===== src/hw/rtl/gqi_pkg.sv =====
package gqi_pkg;

    localparam int QUAT_FRAC_BITS = 30;
    localparam int ANG_FRAC       = 30;
    localparam int CORDIC_STEPS   = 30;

    // register indexes on the configuration port
    localparam logic [2:0] REG_HALF_STEP = 3'd0;
    localparam logic [2:0] REG_START_W   = 3'd1;
    localparam logic [2:0] REG_START_X   = 3'd2;
    localparam logic [2:0] REG_START_Y   = 3'd3;
    localparam logic [2:0] REG_START_Z   = 3'd4;

    localparam logic [31:0]        HALF_STEP_RESET = 32'd10737418;
    localparam logic signed [31:0] QUAT_ONE        = 32'(64'd1 << QUAT_FRAC_BITS);
    localparam logic [37:0]        ANG_ONE         = 38'(64'd1 << ANG_FRAC);
    localparam logic [37:0]        SMALL_ANGLE     = 38'd1073;
    localparam logic [37:0]        TWO_PI_Q        = 38'd6746518852;
    localparam logic [37:0]        PI_Q            = 38'd3373259426;
    localparam logic [37:0]        HALF_PI_Q       = 38'd1686629713;
    localparam logic signed [33:0] CORDIC_GAIN     = 34'sd652032874;

    typedef struct packed {
        logic [31:0]        half_step;
        logic signed [31:0] start_w;
        logic signed [31:0] start_x;
        logic signed [31:0] start_y;
        logic signed [31:0] start_z;
    } cfg_t;

    typedef struct packed {
        logic        start;
        logic [63:0] radicand;
    } sqrt_req_t;

    typedef struct packed {
        logic        done;
        logic [31:0] root;
    } sqrt_rsp_t;

    typedef struct packed {
        logic        start;
        logic [61:0] dividend;
        logic [31:0] divisor;
    } div_req_t;

    typedef struct packed {
        logic        done;
        logic [31:0] quotient;
    } div_rsp_t;

    typedef struct packed {
        logic               valid;
        logic signed [31:0] w;
        logic signed [31:0] x;
        logic signed [31:0] y;
        logic signed [31:0] z;
    } result_t;

    function automatic logic signed [33:0] atan_entry(input logic [4:0] i);
        logic signed [33:0] r;
        case (i)
            5'd0:  r = 34'sd843314857;
            5'd1:  r = 34'sd497837829;
            5'd2:  r = 34'sd263043837;
            5'd3:  r = 34'sd133525159;
            5'd4:  r = 34'sd67021687;
            5'd5:  r = 34'sd33543516;
            5'd6:  r = 34'sd16775851;
            5'd7:  r = 34'sd8388437;
            5'd8:  r = 34'sd4194283;
            5'd9:  r = 34'sd2097149;
            5'd10: r = 34'sd1048576;
            5'd11: r = 34'sd524288;
            5'd12: r = 34'sd262144;
            5'd13: r = 34'sd131072;
            5'd14: r = 34'sd65536;
            5'd15: r = 34'sd32768;
            5'd16: r = 34'sd16384;
            5'd17: r = 34'sd8192;
            5'd18: r = 34'sd4096;
            5'd19: r = 34'sd2048;
            5'd20: r = 34'sd1024;
            5'd21: r = 34'sd512;
            5'd22: r = 34'sd256;
            5'd23: r = 34'sd128;
            5'd24: r = 34'sd64;
            5'd25: r = 34'sd32;
            5'd26: r = 34'sd16;
            5'd27: r = 34'sd8;
            5'd28: r = 34'sd4;
            5'd29: r = 34'sd2;
            default: r = 34'sd0;
        endcase
        return r;
    endfunction

    // Hamilton product: term (j,k) is q[k] * s[j^k]; these ones subtract
    function automatic logic ham_neg(input logic [1:0] j, input logic [1:0] k);
        logic n;
        n = ((j == 2'd0) && (k != 2'd0)) ||
            ((j == 2'd1) && (k == 2'd3)) ||
            ((j == 2'd2) && (k == 2'd1)) ||
            ((j == 2'd3) && (k == 2'd2));
        return n;
    endfunction

endpackage


===== src/hw/rtl/gqi_div.sv =====
module gqi_div (
    input  logic              clk,
    input  logic              rst_n,
    input  gqi_pkg::div_req_t req,
    output gqi_pkg::div_rsp_t rsp
);

    logic        busy_reg;
    logic        done_reg;
    logic [61:0] rem_reg;
    logic [62:0] dsh_reg;
    logic [31:0] q_reg;
    logic [4:0]  cnt_reg;

    // restoring division, quotient known to fit 32 bits
    always_ff @(posedge clk or negedge rst_n) begin
        if (!rst_n) begin
            busy_reg <= 1'b0;
            done_reg <= 1'b0;
            rem_reg  <= '0;
            dsh_reg  <= '0;
            q_reg    <= '0;
            cnt_reg  <= '0;
        end
        else begin
            done_reg <= 1'b0;
            if (req.start) begin
                busy_reg <= 1'b1;
                rem_reg  <= req.dividend;
                dsh_reg  <= 63'(req.divisor) << 31;
                q_reg    <= '0;
                cnt_reg  <= 5'd31;
            end
            else if (busy_reg) begin
                if ({1'b0, rem_reg} >= dsh_reg) begin
                    rem_reg <= 62'({1'b0, rem_reg} - dsh_reg);
                    q_reg   <= {q_reg[30:0], 1'b1};
                end
                else begin
                    q_reg <= {q_reg[30:0], 1'b0};
                end
                dsh_reg <= dsh_reg >> 1;
                cnt_reg <= cnt_reg - 5'd1;
                if (cnt_reg == 5'd0) begin
                    busy_reg <= 1'b0;
                    done_reg <= 1'b1;
                end
            end
        end
    end

    assign rsp.done     = done_reg;
    assign rsp.quotient = q_reg;

endmodule


===== config.mk =====
export PLATFORM = sky130hd
export DESIGN_NAME = gqi_div
export DESIGN_NICKNAME = d
export VERILOG_FILES = /design/src/hw/rtl/gqi_pkg.sv /design/src/hw/rtl/gqi_div.sv
export SDC_FILE = /design/constraint.sdc
export NUM_CORES = 1
export LEC_CHECK = 0
export BUFFER_PORTS_ARGS = -buffer_cell sky130_fd_sc_hd__buf_2
export CORE_MARGIN = 2
export CORE_UTILIZATION = 40
export CTS_BUF_LIST = sky130_fd_sc_hd__clkbuf_4 sky130_fd_sc_hd__clkbuf_8
export CTS_CLUSTER_SIZE = 28
export DETAILED_ROUTE_END_ITERATION = 16
export PLACE_DENSITY_LB_ADDON = 0.15
export SYNTH_ARGS = -nofsm -noshare
export SYNTH_HDL_FRONTEND = slang
export SYNTH_SLANG_ARGS = --single-unit

===== constraint.sdc =====
create_clock -name clk -period 4.2 [get_ports clk]
set_clock_uncertainty 0.2 [all_clocks]
set_input_delay 0.21 -clock clk [delete_from_list [all_inputs] [get_ports clk]]
set_output_delay 0.21 -clock clk [all_outputs]
set_load 0.02 [all_outputs]

==> impl_metrics.ini <==
[clocking]
cts.clk_slew.worst_paths_ns = 0.10
clk_latency_ns = 0.49
cts_sinks = 164
numCtsBuffers = 17
cts.repair.resized = 0
cts.path.max_buffers = 2
cts-root-buf = clkbuf_8
cts_tree = built
h-tree-depth = 4

[power_and_ir_drop]
p_leak_nw = 6.80
power_mw = 7.40
p_per_area_mw_per_mm2 = 535
vdd_ir_drop_max_uv = 264

[die]
initial_core_util = 0.404
rows = 61
core_area_sq_mm = 0.0276
dieWidth_um = 171
dieArea_sq_mm = 0.0292
ios = 130
die_y_um = 171

[logic_synthesis]
async_flop_share = 1.00
synth.largest_area_cell = dfrtp_1
synth_warnings = 0
ys_top_cells_by_count = 164 x dfrtp_1, 145 x nand2_1, 126 x a21oi_1
synth_fp_nets = 1490
synth_cell_types = 66
yosysMostFrequentCell = dfrtp_1
synth_area_leaders = dfrtp_1 37%, mux2i_1 9.4%, ha_1 7.2%, a21oi_1 5.7%, o21ai_0 5.4%
syn_area_sq_mm = 0.0112
synth_edf_count = 0
synth-main-ff-cell = dfrtp_1
syn_area_per_cell_sq_um = 8.40
yosysSeqAreaShare = 0.368
synth_top_area_share = 0.368
synth-seq-cells = 164
syn_inst = 1328

[final_layout]
fillers = 2754
nNetsFinal = 1712
register_area_sq_mm = 0.00411
largest_reg_flops = 63
drive_gt1_frac = 0.124
area_delta_synth_final_pct = 24.1
multi_input_area_sq_mm = 0.00634
final_cell_count_no_fill = 1939
final_util = 0.501
antennaDiodeCount = 0

[place]
dp_cells = 1761
gp_congestion = 0.871
numPortBuffers = 129
dp_hpwl_mm = 21.7
place_ws_ns = 0.372

[critical_path]
path_max_fanout = 3
start_kind = flip-flop
critPathCaptureType = flip-flop
worstPathArrival_ns = 4.15
path_class = flip-flop to flip-flop
crit_required_ns = 4.38
regToRegSetupSlack_ns = 0.24

[route]
drc = 0
detail_route.wl_per_cell_um = 16.4
ant_nets = 0
drt-initial-drc-count = 717
wl_mm = 31.8
first_pass_iters = 5
vias = 10200
viasPerCell = 5.25

[sta]
fin_setup_tns_ns = 0
period_needed_ns = 3.96
tightest_slew_ns = 1.03
max_slew_margin = 0.315
setup_violations = 0
layout_setup_ws_ns = 0.236
grt_setup_unrepaired = no
period_share = 0.944
fmaxAchievable_mhz = 252
slew_viol_final = 0
hold_violations = 0

[flow_run]
maxCapViolations = 0

[outcome]
outcome = completed

[global_routing]
grt_pass1_vias = 10100
grt_overflow = 0
grt_usage = 0.222
grt_max_degree = 108
antenna_found_initial = 0
grt_pass1_wl_mm = 52.1

[hold_path]
hold_class = input port to asynchronous set/reset pin
## through the flow
stage	cell area, sq um	hold WS (ns)
after floorplan	11200	-0.286
after global placement	12000	0.160
after detailed placement	12000	0.164
after CTS	13800	0.201
after global routing	13800	0.236
final	13800	0.186
## timing repair
action | 4_1_cts | 5_1_grt
endpoints found under the hold margin | 181 | 0
hold buffers | 145 | 0
buffers inserted | 0 | 2
setup endpoints to repair | 0 | 4
## layer usage
layer  GRT usage  vias to the layer above  share of wire
li1            -                     5080              -
met4      0.0483                        0          0.013
met2       0.362                      221           0.46
met5           0                        -              0
met1       0.304                     4858           0.49
met3      0.0446                       26          0.040
## worst max-delay path: stages (launching register included)
cell and delay [ns]:
dfrtp_1 0.35, inv_1 0.04, ha_1 0.22, fa_1 0.40
nand2b_1 0.18, a21oi_1 0.24, a211o_1 0.21, a31oi_1 0.17
o21a_1 0.27, o21ai_0 0.41, a31oi_1 0.18, xnor2_1 0.17
mux2i_1 0.15, o21ai_0 0.09, dlygate4sd3_1 0.58
## area by class of cell
| cell class | count | share of cell area |
|---|---|---|
| Multi-Input combinational cell | 992 | 0.458 |
| Sequential cell | 164 | 0.297 |
| Timing Repair Buffer | 290 | 0.164 |
| Tap cell | 378 | 0.0342 |
| Inverter | 85 | 0.0232 |
| Clock buffer | 20 | 0.0194 |
| Clock inverter | 10 | 0.00443 |
## cell usage in the layout, fill, tap and decap left out, drive strengths merged, types with 6 or more instances in the layout
cell type	n
nand2	146
xor2	21
and3	7
o211ai	10
a211oi	10
o21ai	128
ha	64
nand4	28
a31oi	10
dlygate4sd3	145
a21oi	128
nand3	30
or3	7
xnor2	32
and2	7
dfrtp	164
nor3	18
nor4	6
mux2i	105
o21bai	17
o21a	17
inv	85
clkbuf	20
nand2b	11
a21o	18
buf	145
nor2	119
clkinv	7
## where the power goes
part	switching (mW)	leakage, nW	total, mW	internal (mW)
Combinational	2.55	4.56	4.30	1.75
Sequential	0.189	2.08	2.04	1.86
Clock	0.625	0.169	1.06	0.433
## kinds of logic after synthesis
group	Yosys count	share of synthesized area
AND/OR/NAND/NOR	400	0.163
adder cells (fa/ha/maj)	65	0.0736
AO/OA/AOI/OAI	368	0.194
buffers and inverters	173	0.0656
XOR/XNOR	53	0.0416
multiplexers	105	0.0942
flip-flops	164	0.368
## worst paths after layout
check	startpoint	to	cells past startpoint
max	rem_reg[0]	rem_reg[48]	14
min	rst_n	rem_reg[24]	2
max reg2reg	rem_reg[0]	rem_reg[48]	14
min reg2reg	q_reg[31]	q_reg[31]	2
max in group asynchronous	rst_n	q_reg[31]	3
min in group clk	req[19]	dsh_reg[50]	4
(Power assumes the default switching activity.)
