--- src/hw/rtl/gqi_pkg.sv ---
package gqi_pkg;

    localparam int QUAT_FRAC_BITS = 30;
    localparam int ANG_FRAC       = 30;
    localparam int CORDIC_STEPS   = 30;

    // register indexes on the configuration port
    localparam logic [2:0] REG_HALF_STEP = 3'd0;
    localparam logic [2:0] REG_START_W   = 3'd1;
    localparam logic [2:0] REG_START_X   = 3'd2;
    localparam logic [2:0] REG_START_Y   = 3'd3;
    localparam logic [2:0] REG_START_Z   = 3'd4;

    localparam logic [31:0]        HALF_STEP_RESET = 32'd10737418;
    localparam logic signed [31:0] QUAT_ONE        = 32'(64'd1 << QUAT_FRAC_BITS);
    localparam logic [37:0]        ANG_ONE         = 38'(64'd1 << ANG_FRAC);
    localparam logic [37:0]        SMALL_ANGLE     = 38'd1073;
    localparam logic [37:0]        TWO_PI_Q        = 38'd6746518852;
    localparam logic [37:0]        PI_Q            = 38'd3373259426;
    localparam logic [37:0]        HALF_PI_Q       = 38'd1686629713;
    localparam logic signed [33:0] CORDIC_GAIN     = 34'sd652032874;

    typedef struct packed {
        logic [31:0]        half_step;
        logic signed [31:0] start_w;
        logic signed [31:0] start_x;
        logic signed [31:0] start_y;
        logic signed [31:0] start_z;
    } cfg_t;

    typedef struct packed {
        logic        start;
        logic [63:0] radicand;
    } sqrt_req_t;

    typedef struct packed {
        logic        done;
        logic [31:0] root;
    } sqrt_rsp_t;

    typedef struct packed {
        logic        start;
        logic [61:0] dividend;
        logic [31:0] divisor;
    } div_req_t;

    typedef struct packed {
        logic        done;
        logic [31:0] quotient;
    } div_rsp_t;

    typedef struct packed {
        logic               valid;
        logic signed [31:0] w;
        logic signed [31:0] x;
        logic signed [31:0] y;
        logic signed [31:0] z;
    } result_t;

    function automatic logic signed [33:0] atan_entry(input logic [4:0] i);
        logic signed [33:0] r;
        case (i)
            5'd0:  r = 34'sd843314857;
            5'd1:  r = 34'sd497837829;
            5'd2:  r = 34'sd263043837;
            5'd3:  r = 34'sd133525159;
            5'd4:  r = 34'sd67021687;
            5'd5:  r = 34'sd33543516;
            5'd6:  r = 34'sd16775851;
            5'd7:  r = 34'sd8388437;
            5'd8:  r = 34'sd4194283;
            5'd9:  r = 34'sd2097149;
            5'd10: r = 34'sd1048576;
            5'd11: r = 34'sd524288;
            5'd12: r = 34'sd262144;
            5'd13: r = 34'sd131072;
            5'd14: r = 34'sd65536;
            5'd15: r = 34'sd32768;
            5'd16: r = 34'sd16384;
            5'd17: r = 34'sd8192;
            5'd18: r = 34'sd4096;
            5'd19: r = 34'sd2048;
            5'd20: r = 34'sd1024;
            5'd21: r = 34'sd512;
            5'd22: r = 34'sd256;
            5'd23: r = 34'sd128;
            5'd24: r = 34'sd64;
            5'd25: r = 34'sd32;
            5'd26: r = 34'sd16;
            5'd27: r = 34'sd8;
            5'd28: r = 34'sd4;
            5'd29: r = 34'sd2;
            default: r = 34'sd0;
        endcase
        return r;
    endfunction

    // Hamilton product: term (j,k) is q[k] * s[j^k]; these ones subtract
    function automatic logic ham_neg(input logic [1:0] j, input logic [1:0] k);
        logic n;
        n = ((j == 2'd0) && (k != 2'd0)) ||
            ((j == 2'd1) && (k == 2'd3)) ||
            ((j == 2'd2) && (k == 2'd1)) ||
            ((j == 2'd3) && (k == 2'd2));
        return n;
    endfunction

endpackage

--- src/hw/rtl/gqi_isqrt.sv ---
module gqi_isqrt (
    input  logic               clk,
    input  logic               rst_n,
    input  gqi_pkg::sqrt_req_t req,
    output gqi_pkg::sqrt_rsp_t rsp
);

    logic        busy_reg;
    logic        done_reg;
    logic [63:0] x_reg;
    logic [63:0] res_reg;
    logic [63:0] bit_reg;
    logic [64:0] trial;

    assign trial = 65'(res_reg) + 65'(bit_reg);

    // one result bit per cycle
    always_ff @(posedge clk or negedge rst_n) begin
        if (!rst_n) begin
            busy_reg <= 1'b0;
            done_reg <= 1'b0;
            x_reg    <= '0;
            res_reg  <= '0;
            bit_reg  <= '0;
        end
        else begin
            done_reg <= 1'b0;
            if (req.start) begin
                busy_reg <= 1'b1;
                x_reg    <= req.radicand;
                res_reg  <= '0;
                bit_reg  <= 64'd1 << 62;
            end
            else if (busy_reg) begin
                if ({1'b0, x_reg} >= trial) begin
                    x_reg   <= 64'({1'b0, x_reg} - trial);
                    res_reg <= (res_reg >> 1) + bit_reg;
                end
                else begin
                    res_reg <= res_reg >> 1;
                end
                bit_reg <= bit_reg >> 2;
                if (bit_reg[0]) begin
                    busy_reg <= 1'b0;
                    done_reg <= 1'b1;
                end
            end
        end
    end

    assign rsp.done = done_reg;
    assign rsp.root = res_reg[31:0];

endmodule

--- config.mk ---
export PLATFORM = sky130hd
export DESIGN_NAME = gqi_isqrt
export DESIGN_NICKNAME = d
export VERILOG_FILES = /design/src/hw/rtl/gqi_pkg.sv /design/src/hw/rtl/gqi_isqrt.sv
export SDC_FILE = /design/constraint.sdc
export NUM_CORES = 1
export LEC_CHECK = 0
export BUFFER_PORTS_ARGS = -buffer_cell sky130_fd_sc_hd__buf_2
export CAP_MARGIN = 10
export CORE_ASPECT_RATIO = 1.25
export CORE_MARGIN = 5
export CORE_UTILIZATION = 45
export CTS_CLUSTER_DIAMETER = 50
export DETAILED_ROUTE_END_ITERATION = 10
export HOLD_SLACK_MARGIN = 0.1
export MAX_ROUTING_LAYER = met4
export PLACE_DENSITY = 0.69
export SYNTH_ARGS = -nofsm -noshare
export SYNTH_HDL_FRONTEND = slang
export SYNTH_SLANG_ARGS = --single-unit
--- constraint.sdc ---
create_clock -name clk -period 17.11 [get_ports clk]
set_clock_uncertainty 0.1 [all_clocks]
set_input_delay 0 -clock clk [delete_from_list [all_inputs] [get_ports clk]]
set_output_delay 0 -clock clk [all_outputs]
set_load 0.1 [all_outputs]
==> flow_summary_export.csv <==
group,metric,value,unit
clocking,clk_pin_slew,0.07,ns
synth,synth_cell_types,85,
worst_setup_path,critPathRequiredTime,17.35,ns
timing,tightest_slew,1.007,ns
die,dieArea,39010,um^2
timing,setup_violations,0,
status,status,"finished, final reports clean",
hold_path,hold_class,"input pin to async pin",
timing,finalHoldViolations,0,
synth,syn_nets,2162,
clocking,cts_buffer_depth,2,
synth,synth_edf_count,0,
timing,slew_headroom,32.89,%
worst_setup_path,r2r_end,"x_reg[46]",
global_routing,grt_overflow,0,
clocking,clock_latency,0.46,ns
pwr,powerDensity,160.3,nW/um^2
layout,drive_above_1_share,9.302,%
layout,final_area,18380,um^2
die,io_pins,100,
worst_setup_path,critical-path-top-delay-family,"compound AO/OA/AOI/OAI gates",
route,drc,0,
synth,synth_ff_type,"dfrtp_1",
pwr,ir_drop,0.00008297,V
route,routed_wl,48770,um
clocking,cts_resized,0,
flow_run,maxCapViolCount,0,
clocking,h-tree-depth,4,
worst_setup_path,critPathBufInv,4,
global_routing,grt_max_degree,96,
layout,final_nets,2292,
synth,yosysSeqAreaShare,25.64,%
synth,syn_inst,1964,
route,drt-initial-drc-count,1339,
worst_setup_path,critPathKind,"flop to flop",
clocking,clkSinkCount,162,
synth,synth.avg_cell_area,8.050,um^2
clocking,clockRootBuffer,"clkbuf_16",
worst_setup_path,rr_startpoint,"res_reg[2]",
place,port_buffers,99,
synth,ys_ff_latch,162,
synth,yosysWarnings,0,
synth,postSynth.asyncResetShare,100.0,%
global_routing,grt_pass1_wl,79290,um
place,place.gp.congestion,0.9546,
die,fp.dieW,177.7,um
global_routing,grt_pass1_vias,15360,
timing,grt_setup_unrepaired,"no",
layout,fillers,3295,
route,drt_first_pass_iters,6,
worst_setup_path,rrSetupSlack,8.56,ns
route,via_count,15420,
worst_setup_path,critPathMaxFanout,39,
global_routing,track_usage,25.77,%
timing,finalWorstPathRequiredPeriod,8.550,ns
layout,synthToLayoutAreaGrowth,16.25,%
route,viasPerCell,5.988,
place,placed_cell_area,16280,um^2
timing,tns,0,ns
route,postRouteAntennaNets,0,
timing,post-route-period-util,49.97,%
route,routedWlPerCell,18.94,um
synth,synth_area,15810,um^2
layout,regArea,4058,um^2
pwr,power,2946,uW
worst_setup_path,reg2reg_depth,27,
layout,multi_input_area,10930,um^2
worst_setup_path,max_stage_delay,0.60,ns
clocking,cts_buffers,17,
layout,diodes,0,
worst_setup_path,end_kind,"flop",
die,start_util,45.68,%
worst_setup_path,arrival,8.79,ns
timing,slew_viol_final,0,
worst_setup_path,crit_slowest_cell,"dlygate4sd3_1",
pwr,power.leakage,0.007890,uW
die,rows,76,
timing,timing.fmax,0.1170,GHz
die,core-area,34610,um^2
place,hpwl,34380,um
die,die_h,219.6,um
clocking,cts_tree,"built",
global_routing,antenna_found_initial,0,
worst_setup_path,startpoint_type,"flop",
-- stage by stage --
step	setup WS (ns)	instances	util, %	hold slack [ns]
CTS	8.705	2575	53.10	0.1434
global route	8.079	2575	53.10	0.2094
finish	8.560	2575	53.10	0.1340
detailed placement	9.042	2394	47.02	0.1030
global placement	9.301	2394	47.02	0.08775
floorplan	11.62	1964	-	-0.3956
-- worst max-delay path by stage --
stage | endpoint | depth (start not counted) | slack [ns] | startpoint
final | x_reg[46] | 27 | 8.56 | res_reg[2]
after global placement | x_reg[54] | 26 | 9.30 | res_reg[2]
after floorplan | x_reg[54] | 27 | 11.62 | bit_reg[0]
after detailed placement | x_reg[54] | 26 | 9.04 | res_reg[2]
after CTS | x_reg[30] | 27 | 8.71 | res_reg[2]
after global routing | x_reg[46] | 27 | 8.08 | res_reg[2]
-- repair_timing --
| action | CTS | global route |
|---|---|---|
| hold buffers | 149 | 0 |
| hold endpoints to repair | 158 | 0 |
| buffers inserted | 0 | 0 |
-- cell type report --
type | count | share of cell area, %
clock buffers | 21 | 2.505
clock inverters | 11 | 0.8305
inverters | 29 | 0.5922
multi-input cells | 1625 | 59.48
flip-flops and latches | 162 | 22.08
well taps | 468 | 3.186
repair buffers | 259 | 11.33
-- cell families after synthesis --
| logic type | after synthesis | synth area share (%) |
|---|---|---|
| mux | 90 | 5.722 |
| xor+xnor | 157 | 8.697 |
| buf+inv | 177 | 5.239 |
| simple gates | 642 | 18.93 |
| compound gates | 605 | 25.36 |
| fa+ha+maj | 131 | 10.41 |
| flops | 162 | 25.64 |
-- power by group --
part           switching, uW  internal, uW  leakage (uW)  total (uW)
Combinational           1160           792       0.00549        1950
Sequential               102           479       0.00211         581
Clock                    175           239      0.000290         414
-- per-layer routing --
layer / wire length [um] / share of wire, % / global-route usage [%] / vias up
li1: - / - / - / 7437
met1: 20420 / 42 / 31.06 / 7371
met2: 24010 / 49 / 43.66 / 495
met3: 2420 / 5.0 / 3.415 / 117
met4: 1921 / 3.9 / 10.47 / 0
met5: 0 / 0 / - / -
-- Yosys cell counts (12+ instances only) --
master	n	area [um^2]
nor2_1	204	765.7
nand2_1	201	754.5
dfrtp_1	162	4054
a21oi_1	137	685.7
ha_1	130	1627
o21ai_0	116	580.6
xnor2_1	95	832.1
clkbuf_1	88	330.3
mux2i_1	87	870.8
a31oi_1	63	394.1
xor2_1	62	543.0
a211oi_1	44	330.3
a21o_1	44	330.3
nor3_1	39	195.2
buf_4	38	285.3
nand4_1	35	219.0
nand3_1	32	160.2
o21bai_1	32	240.2
inv_1	28	105.1
nor2b_1	24	150.1
and3_1	19	118.9
and2_1	17	106.4
o21a_1	17	127.6
buf_2	15	75.07
a21boi_0	14	105.1
o32ai_1	14	122.6
or3_1	14	87.58
a311oi_1	13	113.9
a31o_2	12	105.1
-- worst reg2reg max path: cells and delay by family (launching register included) --
kind	cells	cell delay, ns
XOR/XNOR	1	0.17
multiplexers	1	0.38
AO/OA/AOI/OAI	11	2.63
buffers and inverters	4	1.87
adder cells (fa/ha/maj)	2	0.75
flip-flops	1	0.46
AND/OR/NAND/NOR	8	2.06
-- cells in the final DEF, fill, tap and decap left out, drive strengths merged, types with 14 or more instances in the layout --
cell type      n
and3          19
nand4         35
xor2          62
nor3          40
dlygate4sd3  149
a211oi        44
and2          18
o21bai        33
a21oi        139
a31oi         64
nor2b         24
a311oi        15
o32ai         15
o21a          17
o21ai        123
clkbuf        21
dfrtp        162
nor2         205
or3           14
mux2i         87
a21boi        14
nand3         32
inv           31
buf          110
ha           130
nand2        203
xnor2         95
a21o          44
(Power assumes the default switching activity.)
